### src/hw/rtl/pdis_pkg.sv
// Shared types, widths and register indexes for the PID dead band / integral separation unit.
package pdis_pkg;

    localparam int SAMPLE_WIDTH   = 16;
    localparam int GAIN_FRAC_BITS = 8;

    localparam int GAIN_W   = 16;
    localparam int DRIVE_W  = 16;
    localparam int LIMIT_W  = 15;
    localparam int THRESH_W = 16;

    localparam int ERR_W   = SAMPLE_WIDTH + 1;
    localparam int DIFF_W  = ERR_W + 1;
    localparam int MAG_W   = (ERR_W > THRESH_W) ? ERR_W : THRESH_W;
    localparam int PROD_W  = GAIN_W + ERR_W;
    localparam int DPROD_W = GAIN_W + DIFF_W;
    localparam int ACC_W   = LIMIT_W + GAIN_FRAC_BITS + 1;
    localparam int ACCS_W  = ((PROD_W > ACC_W) ? PROD_W : ACC_W) + 1;
    localparam int SUM_W   = ((DPROD_W > ACCS_W) ? DPROD_W : ACCS_W) + 2;
    localparam int HALF    = (2 ** GAIN_FRAC_BITS) / 2;

    localparam int CFG_ADDR_W = 3;
    localparam int CFG_DATA_W = 16;

    localparam logic [CFG_ADDR_W-1:0] REG_GAIN_P          = 3'd0;
    localparam logic [CFG_ADDR_W-1:0] REG_GAIN_I          = 3'd1;
    localparam logic [CFG_ADDR_W-1:0] REG_GAIN_D          = 3'd2;
    localparam logic [CFG_ADDR_W-1:0] REG_OUT_LIMIT       = 3'd3;
    localparam logic [CFG_ADDR_W-1:0] REG_INTEGRAL_LIMIT  = 3'd4;
    localparam logic [CFG_ADDR_W-1:0] REG_DEAD_BAND       = 3'd5;
    localparam logic [CFG_ADDR_W-1:0] REG_INTEGRAL_WINDOW = 3'd6;

    localparam logic REQ_STEP  = 1'b0;
    localparam logic REQ_CLEAR = 1'b1;

    typedef struct packed {
        logic                           req_type;
        logic signed [SAMPLE_WIDTH-1:0] setpoint;
        logic signed [SAMPLE_WIDTH-1:0] measurement;
    } in_item_t;

    typedef struct packed {
        logic signed [DRIVE_W-1:0] drive;
        logic                      clamped;
    } out_item_t;

    typedef struct packed {
        logic signed [GAIN_W-1:0] gain_p;
        logic signed [GAIN_W-1:0] gain_i;
        logic signed [GAIN_W-1:0] gain_d;
        logic [LIMIT_W-1:0]       out_limit;
        logic [LIMIT_W-1:0]       integral_limit;
        logic [THRESH_W-1:0]      dead_band;
        logic [THRESH_W-1:0]      integral_window;
    } cfg_t;

    typedef struct packed {
        logic signed [ERR_W-1:0] prior_error;
        logic signed [ACC_W-1:0] integral_acc;
    } pdis_state_t;

endpackage

### src/hw/rtl/pdis_core.sv
// One PID control step (error, dead band, windowed integral, P/I/D sum, output clamp and rounding) or a clear request.
module pdis_core (
    input  pdis_pkg::in_item_t    item,
    input  pdis_pkg::cfg_t        cfg,
    input  pdis_pkg::pdis_state_t state,
    output pdis_pkg::out_item_t   result,
    output pdis_pkg::pdis_state_t state_next
);
    import pdis_pkg::*;

    logic signed [ERR_W-1:0]   err;
    logic [ERR_W-1:0]          err_mag;
    logic signed [ERR_W-1:0]   err_db;
    logic [ERR_W-1:0]          db_mag;
    logic                      in_window;
    logic signed [PROD_W-1:0]  prod_p;
    logic signed [PROD_W-1:0]  prod_i;
    logic signed [DIFF_W-1:0]  diff;
    logic signed [DPROD_W-1:0] prod_d;
    logic signed [ACCS_W-1:0]  acc_sum;
    logic signed [ACCS_W-1:0]  ilim;
    logic signed [ACCS_W-1:0]  acc_clip;
    logic signed [ACC_W-1:0]   acc_new;
    logic signed [SUM_W-1:0]   sum;
    logic signed [SUM_W-1:0]   olim;
    logic signed [SUM_W-1:0]   rounded;
    logic signed [SUM_W-1:0]   scaled;
    logic signed [DRIVE_W-1:0] limit_pos;

    assign err     = ERR_W'(item.setpoint) - ERR_W'(item.measurement);
    assign err_mag = err[ERR_W-1] ? ERR_W'(-err) : ERR_W'(err);
    assign err_db  = (MAG_W'(err_mag) < MAG_W'(cfg.dead_band)) ? '0 : err;
    assign db_mag  = err_db[ERR_W-1] ? ERR_W'(-err_db) : ERR_W'(err_db);
    assign in_window = MAG_W'(db_mag) < MAG_W'(cfg.integral_window);

    assign prod_p = PROD_W'(cfg.gain_p) * PROD_W'(err_db);
    assign prod_i = PROD_W'(cfg.gain_i) * PROD_W'(err_db);
    assign diff   = DIFF_W'(err_db) - DIFF_W'(state.prior_error);
    assign prod_d = DPROD_W'(cfg.gain_d) * DPROD_W'(diff);

    // integral clamp to +-integral_limit in Q.F units
    assign acc_sum = ACCS_W'(state.integral_acc) + ACCS_W'(prod_i);
    assign ilim    = $signed(ACCS_W'(cfg.integral_limit) << GAIN_FRAC_BITS);

    always_comb
    begin
        if (acc_sum > ilim)
        begin
            acc_clip = ilim;
        end
        else if (acc_sum < -ilim)
        begin
            acc_clip = -ilim;
        end
        else
        begin
            acc_clip = acc_sum;
        end
    end

    assign acc_new = in_window ? ACC_W'(acc_clip) : state.integral_acc;

    assign sum       = SUM_W'(prod_p) + SUM_W'(acc_new) + SUM_W'(prod_d);
    assign olim      = $signed(SUM_W'(cfg.out_limit) << GAIN_FRAC_BITS);
    assign rounded   = sum + SUM_W'(HALF);
    assign scaled    = rounded >>> GAIN_FRAC_BITS;
    assign limit_pos = $signed(DRIVE_W'(cfg.out_limit));

    always_comb
    begin
        if (item.req_type == REQ_CLEAR)
        begin
            result.drive           = '0;
            result.clamped         = 1'b0;
            state_next.prior_error  = '0;
            state_next.integral_acc = '0;
        end
        else
        begin
            state_next.prior_error  = err_db;
            state_next.integral_acc = acc_new;
            if (sum > olim)
            begin
                result.drive   = limit_pos;
                result.clamped = 1'b1;
            end
            else if (sum < -olim)
            begin
                result.drive   = -limit_pos;
                result.clamped = 1'b1;
            end
            else
            begin
                result.drive   = scaled[DRIVE_W-1:0];
                result.clamped = 1'b0;
            end
        end
    end

endmodule

### src/hw/rtl/pid_deadband_int_separation_unit.sv
// Top level of the PID dead band / integral separation unit: registers, handshakes, config.
// Path: an accepted item enters the input register, then the result register once that stage is free.
// Throughput: one item per cycle unless out_ready stalls; stored error and integral update in the same step.
// The input stage keeps accepting while a result waits, until both stages are full.
// Reset (rst_n low, async): stages empty, state zero, gains and dead band zero, limits and window all ones.
module pid_deadband_int_separation_unit (
    input  logic                                clk,
    input  logic                                rst_n,
    input  logic                                in_valid,
    output logic                                in_ready,
    input  pdis_pkg::in_item_t                  in_item,
    output logic                                out_valid,
    input  logic                                out_ready,
    output pdis_pkg::out_item_t                 out_item,
    input  logic                                cfg_we,
    input  logic [pdis_pkg::CFG_ADDR_W-1:0]     cfg_addr,
    input  logic [pdis_pkg::CFG_DATA_W-1:0]     cfg_data
);
    import pdis_pkg::*;

    logic        in_valid_reg;
    logic        in_valid_next;
    in_item_t    in_item_reg;
    logic        out_valid_reg;
    logic        out_valid_next;
    out_item_t   out_item_reg;
    pdis_state_t state_reg;
    pdis_state_t state_next;
    cfg_t        cfg_reg;
    cfg_t        cfg_next;
    out_item_t   step_result;
    logic        advance;

    assign advance  = in_valid_reg && (!out_valid_reg || out_ready);
    assign in_ready = !in_valid_reg || advance;

    always_comb
    begin
        in_valid_next  = in_valid_reg;
        out_valid_next = out_valid_reg;
        if (in_ready)
        begin
            in_valid_next = in_valid;
        end
        if (advance)
        begin
            out_valid_next = 1'b1;
        end
        else if (out_ready)
        begin
            out_valid_next = 1'b0;
        end
    end

    always_comb
    begin
        cfg_next = cfg_reg;
        if (cfg_we)
        begin
            case (cfg_addr)
                REG_GAIN_P:          cfg_next.gain_p          = $signed(cfg_data);
                REG_GAIN_I:          cfg_next.gain_i          = $signed(cfg_data);
                REG_GAIN_D:          cfg_next.gain_d          = $signed(cfg_data);
                REG_OUT_LIMIT:       cfg_next.out_limit       = cfg_data[LIMIT_W-1:0];
                REG_INTEGRAL_LIMIT:  cfg_next.integral_limit  = cfg_data[LIMIT_W-1:0];
                REG_DEAD_BAND:       cfg_next.dead_band       = cfg_data[THRESH_W-1:0];
                REG_INTEGRAL_WINDOW: cfg_next.integral_window = cfg_data[THRESH_W-1:0];
                default:             cfg_next = cfg_reg;
            endcase
        end
    end

    pdis_core u_core (
        .item       (in_item_reg),
        .cfg        (cfg_reg),
        .state      (state_reg),
        .result     (step_result),
        .state_next (state_next)
    );

    always_ff @(posedge clk or negedge rst_n)
    begin
        if (!rst_n)
        begin
            in_valid_reg           <= 1'b0;
            out_valid_reg          <= 1'b0;
            state_reg              <= '0;
            cfg_reg.gain_p          <= '0;
            cfg_reg.gain_i          <= '0;
            cfg_reg.gain_d          <= '0;
            cfg_reg.out_limit       <= '1;
            cfg_reg.integral_limit  <= '1;
            cfg_reg.dead_band       <= '0;
            cfg_reg.integral_window <= '1;
        end
        else
        begin
            in_valid_reg  <= in_valid_next;
            out_valid_reg <= out_valid_next;
            cfg_reg       <= cfg_next;
            if (advance)
            begin
                state_reg <= state_next;
            end
        end
    end

    always_ff @(posedge clk)
    begin
        if (in_ready && in_valid)
        begin
            in_item_reg <= in_item;
        end
        if (advance)
        begin
            out_item_reg <= step_result;
        end
    end

    assign out_valid = out_valid_reg;
    assign out_item  = out_item_reg;

endmodule

### config.mk
export PLATFORM = sky130hd
export DESIGN_NAME = pid_deadband_int_separation_unit
export DESIGN_NICKNAME = d
export VERILOG_FILES = /design/src/hw/rtl/pdis_pkg.sv /design/src/hw/rtl/pdis_core.sv /design/src/hw/rtl/pid_deadband_int_separation_unit.sv
export SDC_FILE = /design/constraint.sdc
export NUM_CORES = 2
export LEC_CHECK = 0
export BUFFER_PORTS_ARGS = -buffer_cell sky130_fd_sc_hd__buf_2
export CAP_MARGIN = 40
export CORE_ASPECT_RATIO = 0.5
export CORE_MARGIN = 1
export CORE_UTILIZATION = 40
export CTS_CLUSTER_DIAMETER = 60
export DETAILED_ROUTE_END_ITERATION = 10
export GPL_TIMING_DRIVEN = 0
export HOLD_SLACK_MARGIN = 0.1
export SETUP_SLACK_MARGIN = 0.4
export SLEW_MARGIN = 20
export SYNTH_ARGS = -nofsm -noshare
export SYNTH_HDL_FRONTEND = slang
export SYNTH_SLANG_ARGS = --single-unit
### constraint.sdc
create_clock -name clk -period 56.7 [get_ports clk]
set_clock_uncertainty 0.05 [all_clocks]
set_input_delay 2.835 -clock clk [delete_from_list [all_inputs] [get_ports clk]]
set_output_delay 2.835 -clock clk [all_outputs]
set_load 0.1 [all_outputs]
==> metrics.txt <==
status finished, final reports clean; Nets 6,678; RR Endpoint out_item[5]; total CTS buffers 28; ANT nets after route 0; Synth Instances 5,146; flop-to-flop setup slack 31.48 ns; post_cts resized 0; Detailed Routing Iterations Pass 1 5; FF-to-FF Start in_item_reg[0]; GRT met3 Usage 0.0531; GRT met2 Usage 0.400; CP most frequent cell fa_1; final hold vios 0; #FFs+latches synth 203; layout cells sized above 1 0.0831; max reg flops 110; DR vias/cell 5.27; Post-Syn Nets 6,551; hold buffers post-CTS 0; slowest stage cell, crit path o21ai_0; GR Overflow Total 0; PortBufs 73; routed vias 36,372; max cap viols 0; CTS Buffer Depth 3; min Tclk post-route 25.22 ns; H-tree Lvls 1; crit start category flip-flop; R2R depth 84; EDFF count, synth 50; hold path start in_valid_reg; CP peak stage delay 0.66 ns; Worst Tran Pin Value 0.925 ns; Fin Setup TNS 0 ns; Sink Count 203; first-pass GRT wire length 235 mm; Remaining DRCs 0; Die ar. 0.122 sq mm; Reg area 0.00539 sq mm; row cnt 89; clock-pin slew on the worst setup and hold paths 0.07 ns; largest net degree at the start of global routing 78; GRT Resource Usage Total 0.256; Unique masters post-synth 114; Final period util 0.445; fillers 11,484; Avg Cell Area, Syn 9.35 sq um; crit path max fanout 10; CP Data Required Time 56.99 ns; Multi-input gate area 0.0376 sq mm; Final GP Congestion 0.942; Die W 492 um; YS warnings 0; initial antenna violation count 16; area delta synth->final 7.99%; ys flop type dfrtp_1; final setup vio count 0; Slew Limit Fails 0; core area 0.119 sq mm; # IOs 76; Worst setup EP type flip-flop; post-synthesis sequential area ratio 0.112; DR iter-0 viols 2,984; Worst Hold End out_valid; Clk Tree Root Cell clkbuf_16; clock latency at the later pin of the worst-skew pair 0.64 ns; worst path arrival time 25.51 ns; Fmax 39.7 MHz; Synth async-reset ratio 0.754; drt wl/cell 21.9 um; Hold Crit Class reg -> reg; crit path buf inv count 13; area of the mapped netlist 0.0481 sq mm; CP Class reg -> reg; Setup Fix Bufs, Post-CTS 0; Crit path max-delay family adder cells; Die Y 247 um; RSZ-0062 raised after global routing false; Post-Route WL 151 mm; TritonCTS clock tree built; Hold Path Depth 1; met1 usage 0.352; Slew Limit Headroom 0.367; GR peak layer met2; vias in the first global route 38,557; Initial Util 0.406; DP HPWL 129 mm
## layout make-up
class                           instances  share of cell area
Tap cell                             1592              0.0383
Multi-Input combinational cell       3577               0.724
Buffer                                220              0.0179
Timing Repair Buffer                   97              0.0125
Clock buffer                           33              0.0145
Inverter                             1146              0.0828
Antenna cell                           11            0.000530
Clock inverter                         19             0.00564
Sequential cell                       203               0.104
## worst max-delay path by stage
stage / startpoint / to / slack [ns] / cells past startpoint
after global routing: in_item_reg[0] / out_item[10] / 30.29 / 85
after CTS: in_item_reg[0] / out_item[5] / 31.46 / 82
after detailed placement: in_item_reg[0] / out_item[5] / 31.61 / 81
after floorplan: in_item_reg[0] / out_item[12] / 36.43 / 84
final: in_item_reg[0] / out_item[5] / 31.48 / 84
after global placement: in_item_reg[0] / out_item[5] / 30.89 / 80
## routing by layer
| metal | part of all wire | up-vias |
|---|---|---|
| met5 | 0.00039 | - |
| li1 | - | 16164 |
| met1 | 0.44 | 18567 |
| met3 | 0.081 | 288 |
| met2 | 0.44 | 1345 |
| met4 | 0.037 | 8 |
## cells by family after synthesis
group           Yosys count  share of synthesized area
simple gates           1392                      0.143
buf+inv                1366                      0.109
fa+ha+maj              1350                      0.502
compound gates          553                     0.0767
flops                   203                      0.112
xor+xnor                155                     0.0284
mux                     127                     0.0291
## cell usage after synthesis (10+ instances only)
library cell	n	area, sq um
mux2_2	103	1160
xnor2_1	114	998
nor4_1	14	87.6
ha_1	381	4770
and3_1	99	619
buf_1	16	60.1
mux2i_1	24	240
a31oi_1	13	81.3
a21o_1	33	248
xor2_1	40	350
o21ai_0	138	691
o22ai_1	10	62.6
a211oi_1	20	150
or3_1	10	62.6
dfstp_2	46	1210
o21ai_1	15	75.1
a21oi_1	145	726
nand3_1	29	145
nand2_1	649	2440
and2_1	217	1360
o21a_1	21	158
inv_1	1146	4300
dfrtp_1	107	2680
fa_1	967	19400
nor2_1	138	518
buf_2	25	125
nor2b_1	46	288
nand4_1	20	125
edfxtp_1	50	1500
nand2b_1	41	257
a22o_1	23	201
clkbuf_1	163	612
o211ai_1	17	128
nand3b_1	12	90.1
nor3_1	45	225
## stage by stage
| step | hold WS, ns | setup WS [ns] | cells | utilization | area (sq um) |
|---|---|---|---|---|---|
| floorplan | 0.407 | 36.43 | 5146 | - | 48100 |
| global placement | 0.419 | 30.89 | 6811 | 0.425 | 50500 |
| detailed placement | 0.440 | 31.61 | 6831 | 0.429 | 50800 |
| CTS | 0.445 | 31.46 | 6883 | 0.437 | 51900 |
| global route | 0.464 | 30.29 | 6887 | 0.438 | 51900 |
| finish | 0.444 | 31.48 | 6898 | 0.438 | 51900 |
## cells in the final DEF (no fill, tap or decap), types with 38 or more instances in the layout
cell type	n
xor2_1	38
a21oi_1	145
edfxtp_1	50
and2_1	216
and3_1	99
xnor2_1	103
nor2b_1	44
dfstp_2	46
nand2b_1	41
inv_1	1146
nor3_1	43
nand2_1	649
clkbuf_1	164
nor2_1	135
dfrtp_1	107
o21ai_0	138
fa_1	967
buf_2	99
ha_1	381
mux2_2	103
Power is left out: the tool's default activity adds up to more than one toggle a clock period on the data nets, which glitch-free logic cannot reach.
